<file path="config.mk">
export PLATFORM = sky130hd
export DESIGN_NAME = csl_ctrl_flat
export DESIGN_NICKNAME = d
export VERILOG_FILES = /design/src/rtl/csl_pkg.sv /design/src/rtl/csl_req_if.sv /design/src/rtl/csl_rsp_if.sv /design/src/rtl/csl_ctrl.sv /design/src/flat_wrapper.sv
export SDC_FILE = /design/constraint.sdc
export NUM_CORES = 1
export LEC_CHECK = 0
export ABC_AREA = 1
export BUFFER_PORTS_ARGS = -buffer_cell sky130_fd_sc_hd__buf_4
export CORE_MARGIN = 2
export CORE_UTILIZATION = 45
export DETAILED_ROUTE_END_ITERATION = 7
export PLACE_DENSITY = 0.79
export SYNTH_ARGS = -nofsm -noshare
export SYNTH_HDL_FRONTEND = slang
export SYNTH_SLANG_ARGS = --single-unit
</file>
<file path="constraint.sdc">
create_clock -name clk -period 4 [get_ports clk]
set_input_delay 0.8 -clock clk [delete_from_list [all_inputs] [get_ports clk]]
set_output_delay 0.8 -clock clk [all_outputs]
set_load 0.02 [all_outputs]
</file>
<file path="src/rtl/csl_pkg.sv">
// Shared types and constants for the cursor sequence list.
// Depends on nothing; every other file of the block imports it.
package csl_pkg;

    localparam int CAPACITY_DEF   = 64;
    localparam int VALUE_BITS_DEF = 32;

    localparam int REQ_TYPE_W = 3;
    localparam int ENTRY_W    = 32;
    localparam int COUNT_W    = 7;
    localparam int STATUS_W   = 2;

    typedef enum logic [REQ_TYPE_W-1:0] {
        REQ_REWIND  = 3'd0,
        REQ_ADVANCE = 3'd1,
        REQ_INSERT  = 3'd2,
        REQ_ATTACH  = 3'd3,
        REQ_REMOVE  = 3'd4
    } req_type_t;

    typedef enum logic [STATUS_W-1:0] {
        ST_DONE       = 2'd0,
        ST_NO_CURRENT = 2'd1,
        ST_FULL       = 2'd2
    } status_t;

    // What one cell takes on the next edge
    typedef enum logic [1:0] {
        OP_HOLD,
        OP_FROM_LEFT,
        OP_FROM_RIGHT,
        OP_LOAD
    } cell_op_t;

    // Where a cell sits relative to the cursor slot
    typedef enum logic [1:0] {
        REGION_BEFORE,
        REGION_CURRENT,
        REGION_AFTER
    } region_t;

    typedef struct packed {
        cell_op_t before_op;
        cell_op_t current_op;
        cell_op_t after_op;
    } cell_ctrl_t;

endpackage

</file>
<file path="src/rtl/csl_req_if.sv">
// Request channel of the cursor sequence list: valid/ready and one request.
// Depends on csl_pkg.
interface csl_req_if;
    import csl_pkg::*;

    logic                  valid;
    logic                  ready;
    logic [REQ_TYPE_W-1:0] req_type;
    logic [ENTRY_W-1:0]    entry;

    modport source (output valid, req_type, entry, input ready);
    modport sink   (input valid, req_type, entry, output ready);
endinterface

</file>
<file path="src/rtl/csl_rsp_if.sv">
// Result channel of the cursor sequence list: valid/ready and one result.
// Depends on csl_pkg.
interface csl_rsp_if;
    import csl_pkg::*;

    logic                valid;
    logic                ready;
    logic [COUNT_W-1:0]  item_count;
    logic                has_current;
    logic [ENTRY_W-1:0]  current_value;
    logic [STATUS_W-1:0] status;

    modport source (output valid, item_count, has_current, current_value, status,
                    input ready);
    modport sink   (input valid, item_count, has_current, current_value, status,
                    output ready);
endinterface

</file>
<file path="src/rtl/csl_ctrl.sv">
// Request sequencer: cursor position, item count, chain control, result register.
// Depends on csl_pkg, csl_req_if and csl_rsp_if.
module csl_ctrl #(
    parameter int CAPACITY   = csl_pkg::CAPACITY_DEF,
    parameter int VALUE_BITS = csl_pkg::VALUE_BITS_DEF
) (
    input  logic                  clk,
    input  logic                  rst_n,
    csl_req_if.sink               req,
    csl_rsp_if.source             rsp,
    input  logic [VALUE_BITS-1:0] cur_value,
    input  logic [VALUE_BITS-1:0] next_value,
    output csl_pkg::cell_ctrl_t   chain_ctrl,
    output logic [VALUE_BITS-1:0] load_value
);
    import csl_pkg::*;

    localparam int CNT_W = $clog2(CAPACITY + 1);

    typedef enum logic {
        S_IDLE,
        S_EXEC
    } state_t;

    state_t                state_reg;
    state_t                state_next;
    logic [REQ_TYPE_W-1:0] req_type_reg;
    logic [VALUE_BITS-1:0] entry_reg;
    logic                  rewind_reg;
    logic [CNT_W-1:0]      count_reg;
    logic [CNT_W-1:0]      count_next;
    logic [CNT_W-1:0]      pos_reg;
    logic [CNT_W-1:0]      pos_next;

    logic                  out_valid_reg;
    logic [COUNT_W-1:0]    out_count_reg;
    logic                  out_has_reg;
    logic [ENTRY_W-1:0]    out_value_reg;
    logic [STATUS_W-1:0]   out_status_reg;

    logic                  has_cur;
    logic                  full;
    logic                  out_free;
    logic                  accept;
    logic                  shifting;
    logic                  finish;
    logic                  rewind_in;
    status_t               status_next;
    logic [VALUE_BITS-1:0] slot_next;
    logic                  has_next;
    logic [63:0]           entry_wide;
    logic [63:0]           value_wide;

    assign has_cur  = pos_reg < count_reg;
    assign full     = count_reg == CNT_W'(CAPACITY);
    assign out_free = !out_valid_reg || rsp.ready;
    assign accept   = req.valid && req.ready;
    assign shifting = (state_reg == S_EXEC) && rewind_reg && (pos_reg != '0);
    assign finish   = (state_reg == S_EXEC) && !shifting && out_free;

    // Bring every item ahead of the cursor back to the front first
    assign rewind_in = (req.req_type == REQ_REWIND) ||
                       ((req.req_type == REQ_INSERT) && !has_cur && !full);

    assign entry_wide = 64'(req.entry);
    assign load_value = entry_reg;

    always_comb
    begin
        chain_ctrl  = '{before_op: OP_HOLD, current_op: OP_HOLD, after_op: OP_HOLD};
        count_next  = count_reg;
        pos_next    = pos_reg;
        status_next = ST_DONE;
        slot_next   = cur_value;

        if (shifting)
        begin
            chain_ctrl = '{before_op: OP_FROM_LEFT, current_op: OP_FROM_LEFT,
                           after_op: OP_FROM_LEFT};
            pos_next   = pos_reg - CNT_W'(1);
        end
        else if (finish)
        begin
            unique case (req_type_reg)
                REQ_REWIND:
                begin
                    status_next = ST_DONE;
                end
                REQ_ADVANCE:
                begin
                    if (!has_cur)
                    begin
                        status_next = ST_NO_CURRENT;
                    end
                    else
                    begin
                        chain_ctrl = '{before_op: OP_FROM_RIGHT, current_op: OP_FROM_RIGHT,
                                       after_op: OP_FROM_RIGHT};
                        pos_next   = pos_reg + CNT_W'(1);
                        slot_next  = next_value;
                    end
                end
                REQ_INSERT:
                begin
                    if (full)
                    begin
                        status_next = ST_FULL;
                    end
                    else
                    begin
                        chain_ctrl = '{before_op: OP_HOLD, current_op: OP_LOAD,
                                       after_op: OP_FROM_LEFT};
                        count_next = count_reg + CNT_W'(1);
                        slot_next  = entry_reg;
                    end
                end
                REQ_ATTACH:
                begin
                    if (full)
                    begin
                        status_next = ST_FULL;
                    end
                    else
                    begin
                        // With a current item it moves behind the cursor
                        chain_ctrl.current_op = OP_LOAD;
                        if (has_cur)
                        begin
                            chain_ctrl.before_op = OP_FROM_RIGHT;
                            pos_next             = pos_reg + CNT_W'(1);
                        end
                        count_next = count_reg + CNT_W'(1);
                        slot_next  = entry_reg;
                    end
                end
                REQ_REMOVE:
                begin
                    if (!has_cur)
                    begin
                        status_next = ST_NO_CURRENT;
                    end
                    else
                    begin
                        chain_ctrl = '{before_op: OP_HOLD, current_op: OP_FROM_RIGHT,
                                       after_op: OP_FROM_RIGHT};
                        count_next = count_reg - CNT_W'(1);
                        slot_next  = next_value;
                    end
                end
                default:
                begin
                    status_next = ST_DONE;
                end
            endcase
        end
    end

    assign has_next   = pos_next < count_next;
    assign value_wide = has_next ? 64'(slot_next) : 64'd0;

    always_comb
    begin
        state_next = state_reg;
        unique case (state_reg)
            S_IDLE:
            begin
                if (accept)
                begin
                    state_next = S_EXEC;
                end
            end
            S_EXEC:
            begin
                if (finish)
                begin
                    state_next = S_IDLE;
                end
            end
            default:
            begin
                state_next = S_IDLE;
            end
        endcase
    end

    always_ff @(posedge clk or negedge rst_n)
    begin
        if (!rst_n)
        begin
            state_reg     <= S_IDLE;
            rewind_reg    <= 1'b0;
            count_reg     <= '0;
            pos_reg       <= '0;
            out_valid_reg <= 1'b0;
        end
        else
        begin
            state_reg <= state_next;
            count_reg <= count_next;
            pos_reg   <= pos_next;

            if (accept)
            begin
                req_type_reg <= req.req_type;
                entry_reg    <= entry_wide[VALUE_BITS-1:0];
                rewind_reg   <= rewind_in;
            end

            if (finish)
            begin
                out_valid_reg  <= 1'b1;
                out_count_reg  <= COUNT_W'(count_next);
                out_has_reg    <= has_next;
                out_value_reg  <= value_wide[ENTRY_W-1:0];
                out_status_reg <= status_next;
            end
            else if (rsp.ready)
            begin
                out_valid_reg <= 1'b0;
            end
        end
    end

    assign req.ready         = (state_reg == S_IDLE);
    assign rsp.valid         = out_valid_reg;
    assign rsp.item_count    = out_count_reg;
    assign rsp.has_current   = out_has_reg;
    assign rsp.current_value = out_value_reg;
    assign rsp.status        = out_status_reg;

endmodule

</file>
<file path="src/flat_wrapper.sv">
// flat-port wrapper written by rule: the top's interface ports become plain ports
module csl_ctrl_flat import csl_pkg::*;
#(
    parameter int CAPACITY   = csl_pkg::CAPACITY_DEF,
    parameter int VALUE_BITS = csl_pkg::VALUE_BITS_DEF
)
  (clk, rst_n, cur_value, next_value, chain_ctrl, load_value, req_valid, req_req_type, req_entry, req_ready, rsp_valid, rsp_item_count, rsp_has_current, rsp_current_value, rsp_status, rsp_ready);
  csl_req_if req_i ();
  csl_rsp_if rsp_i ();
  input  logic clk;
  input  logic rst_n;
  input  logic [VALUE_BITS-1:0] cur_value;
  input  logic [VALUE_BITS-1:0] next_value;
  output csl_pkg::cell_ctrl_t chain_ctrl;
  output logic [VALUE_BITS-1:0] load_value;
  input wire logic [$bits(req_i.valid)-1:0] req_valid;
  input wire logic [$bits(req_i.req_type)-1:0] req_req_type;
  input wire logic [$bits(req_i.entry)-1:0] req_entry;
  output wire logic [$bits(req_i.ready)-1:0] req_ready;
  output wire logic [$bits(rsp_i.valid)-1:0] rsp_valid;
  output wire logic [$bits(rsp_i.item_count)-1:0] rsp_item_count;
  output wire logic [$bits(rsp_i.has_current)-1:0] rsp_has_current;
  output wire logic [$bits(rsp_i.current_value)-1:0] rsp_current_value;
  output wire logic [$bits(rsp_i.status)-1:0] rsp_status;
  input wire logic [$bits(rsp_i.ready)-1:0] rsp_ready;
  assign req_i.valid = req_valid;
  assign req_i.req_type = req_req_type;
  assign req_i.entry = req_entry;
  assign req_ready = req_i.ready;
  assign rsp_valid = rsp_i.valid;
  assign rsp_item_count = rsp_i.item_count;
  assign rsp_has_current = rsp_i.has_current;
  assign rsp_current_value = rsp_i.current_value;
  assign rsp_status = rsp_i.status;
  assign rsp_i.ready = rsp_ready;
  csl_ctrl #(.CAPACITY(CAPACITY), .VALUE_BITS(VALUE_BITS)) u_core (.clk(clk), .rst_n(rst_n), .req(req_i), .rsp(rsp_i), .cur_value(cur_value), .next_value(next_value), .chain_ctrl(chain_ctrl), .load_value(load_value));
endmodule
</file>
==> results.json <==
{
  "cp.arrival_ps": 3960,
  "detail_route.iter0.violations": 322,
  "critPathMostFrequentCell": "nand2_1",
  "clkSlewWorstSetupHoldPaths_ps": 70,
  "critPathBufInv": 4,
  "synth_simple_gate_area_share_pct": 18.82,
  "synthMostInstantiatedCell": "inv_1",
  "syn-num-nets": 736,
  "root_buffer": "clkbuf_16",
  "die_y_um": 112.2,
  "met1_usage_pct": 28.97,
  "use_met3_pct": 5.292,
  "critPathCaptureType": "flop",
  "grt_max_degree": 41,
  "synth_compound_area_share_pct": 10.96,
  "min_period_over_period_pct": 93.97,
  "clock-skew-final_ps": 10.25,
  "global_route.overflow_total": 0,
  "synth.avg_cell_area_um2": 8.573,
  "power_per_cell_area_nw_per_um2": 660.8,
  "drive_gt1_share_pct": 30.20,
  "gpl.final_weighted_congestion": 0.8970,
  "detailedPlacementHpwl_um": 10950,
  "total_power_mw": 4.741,
  "worst-path-max-fanout": 17,
  "synth-seq-cells": 94,
  "synth_top_flop_cell": "edfxtp_1",
  "main_combinational_cell_family_by_area_after_synthesis": "simple AND/OR/NAND/NOR gates",
  "h_tree_levels": 3,
  "area_growth_pct": 36.07,
  "sequential_element_share_of_the_synthesized_area_pct": 51.92,
  "finalSetupViolCount": 0,
  "synthCells": 615,
  "die_footprint_um2": 12600,
  "grt_first_pass_wirelength_um": 23630,
  "drt-vias-per-instance": 5.127,
  "n_fill_cell": 949,
  "drt.antenna.violating_nets": 0,
  "synthTopCellsByCount": "inv_1 (143), nand2_1 (91), edfxtp_1 (77), o21ai_0 (74), nand3_1 (49)",
  "gr-usage-all-layers_pct": 23.70,
  "wl_per_cell_um": 15.54,
  "synthXorXnorAreaFrac_pct": 1.495,
  "cts_tree": "built",
  "grt_pass1_vias": 4867,
  "grt_antenna_before_repair": 0,
  "crit_chain": "inv_1 -> ha_1 -> a21oi_1 -> nand2_1 -> nand2_1 -> nand2_2 -> nor2_1 -> nand3_1 -> a21oi_1 -> o21ai_0 -> o21ai_0 -> nand2_1 -> nand2_1 -> inv_1 -> ha_1 -> a21o_1 -> a221oi_4 -> buf_12 -> nand2_4 -> buf_12 -> nor2_1",
  "worst_slew_margin_rel_pct": 29.97,
  "status": "finished, final reports clean",
  "synth_async_sr_flop_share_pct": 18.09,
  "hold_violations": 0,
  "cap_violations": 0,
  "fin_nets": 924,
  "max_clock_freq_ghz": 0.2660,
  "timing.critical_path.required_ps": 4200,
  "clock_tree_sinks": 94,
  "synthDistinctLibCells": 41,
  "hold_path_class": "input port to async pin",
  "num_rows": 39,
  "synth_enable_flop_cells": 77,
  "criticalPathCategory": "flop to flop",
  "final_period_demand_of_the_worst_path_ps": 3759,
  "numPortBuffers": 184,
  "floorplan.die.width_um": 112.2,
  "core_area_um2": 11420,
  "timing.critical_path.from_type": "flop",
  "actual_transition_at_the_worst_max_transition_pin_ps": 1049,
  "yosys.area.top_type": "edfxtp_1",
  "totalWireLength_um": 14780,
  "cts_max_path_buffers": 2,
  "timing.critical_path.slowest_cell_delay_ps": 450,
  "ctsHoldBuffers": 0,
  "synth_largest_type_area_fraction_pct": 43.85,
  "clock_latency_ps": 350,
  "vias": 4876,
  "dr.pass1.iters": 5,
  "synth-warning-count": 0,
  "p_leak_nw": 3.449,
  "finish.utilization_pct": 62.83,
  "timing.critical_path.slowest_stage_cell": "dfrtp_1",
  "groute.layer.met2.usage_pct": 40.36,
  "leading_post_synthesis_cells_by_cell_area": "edfxtp_1 (44%), inv_1 (10%), dfrtp_1 (8.1%)",
  "remaining_drc_errors": 0,
  "irDropWorstVdd_mv": 0.4791,
  "synthMuxAreaShare_pct": 0,
  "netlist_area_um2": 5273,
  "num_io_pins": 185,
  "synthAdderAreaFrac_pct": 4.271,
  "final_max_slew_viol_count": 0,
  "antenna_cells": 0,
  "finish.cell_count_without_fillers": 951,
  "grt.busiest_layer": "met2",
  "delay_heaviest_family_cp": "simple AND/OR/NAND/NOR gates",
  "placedCellCount": 931,
  "cts_buffers": 9,
  "starting_density_of_the_core_pct": 46.18
}
logic make-up (layout without fill, tap and decap cells):
family,after synthesis,in the layout
buffers and inverters,168,359
flip-flops,94,94
AND/OR/NAND/NOR,219,221
AO/OA/AOI/OAI,107,107
adder cells (fa/ha/maj),18,18
XOR/XNOR,9,9
layout by cell type, fill, tap and decap left out, types with 3 or more instances in the layout:
| cell | synthesis | routed |
|---|---|---|
| inv_2 | 3 | 4 |
| nor3_1 | 7 | 7 |
| nor2_1 | 46 | 44 |
| nand3_1 | 49 | 49 |
| buf_4 | 1 | 194 |
| dfrtp_1 | 17 | 17 |
| nor2_2 | 13 | 13 |
| nor2_4 | 1 | 3 |
| clkbuf_16 | 0 | 9 |
| nand2_1 | 91 | 90 |
| nor4_1 | 3 | 3 |
| ha_1 | 18 | 18 |
| nand2_2 | 2 | 4 |
| xor2_1 | 9 | 9 |
| o21ai_0 | 74 | 74 |
| a21oi_1 | 15 | 14 |
| clkinv_2 | 0 | 3 |
| edfxtp_1 | 77 | 77 |
| inv_1 | 143 | 142 |
| o22ai_1 | 3 | 3 |
worst paths after layout:
| check | startpoint | to | slack (ps) | cells past startpoint |
|---|---|---|---|---|
| max | u_core.count_reg[2]$_DFF_PN0_ | u_core.rsp.current_value[2]$_SDFFCE_PP0P_ | 240 | 21 |
| max reg2reg | u_core.count_reg[2]$_DFF_PN0_ | u_core.rsp.current_value[2]$_SDFFCE_PP0P_ | 240 | 21 |
| min reg2reg | u_core.rewind_reg$_DFFE_PN0P_ | u_core.rewind_reg$_DFFE_PN0P_ | 490 | 2 |
| min in group clk | u_core.rewind_reg$_DFFE_PN0P_ | u_core.rewind_reg$_DFFE_PN0P_ | 490 | 2 |
| max in group asynchronous | rst_n | u_core.count_reg[4]$_DFF_PN0_ | 3450 | 1 |
| min | rst_n | u_core.rsp.valid$_DFFE_PN0P_ | 330 | 1 |
per-layer routing:
| layer | vias up | part of all wire [%] | routed length (µm) |
|---|---|---|---|
| met4 | 0 | 2.7 | 401 |
| met1 | 2272 | 38 | 5677 |
| li1 | 2358 | - | - |
| met3 | 30 | 7.6 | 1119 |
| met5 | - | 0 | 0 |
| met2 | 216 | 51 | 7582 |
final cells by class:
class	count	area [µm²]	area share [%]
flip-flops and latches	94	2738	38.16
clock inverters	7	47.55	0.6627
repair buffers	196	1496	20.86
clock buffers	9	225.2	3.139
inverters	147	551.8	7.691
multi-input cells	355	1937	27.00
well taps	143	178.9	2.494
what timing repair did:
item,CTS,global route
buffers inserted,1,1
resized for setup,3,3
gates cloned,1,1
setup endpoints to repair,5,33
pin swaps,1,2
metrics by stage:
| step | setup WS (ps) | setup TNS, ps | instance area [µm²] | hold slack [ps] |
|---|---|---|---|---|
| 6_report | 241.3 | 0 | 7174 | 326.4 |
| 3_3_place_gp | 343.0 | 0 | 6820 | 467.0 |
| 5_1_grt | -5.800 | -5.800 | 7174 | 332.9 |
| 3_5_place_dp | 23.12 | 0 | 6820 | 476.3 |
| 4_1_cts | 55.66 | 0 | 7142 | 324.4 |
| 2_1_floorplan | 707.1 | 0 | 5273 | 446.7 |
power by group:
group / switching [mW] / leakage, nW / internal (mW)
clock: 0.384 / 0.139 / 0.425
combinational: 1.51 / 2.38 / 0.867
sequential: 0.155 / 0.929 / 1.40
(Power assumes the default switching activity.)
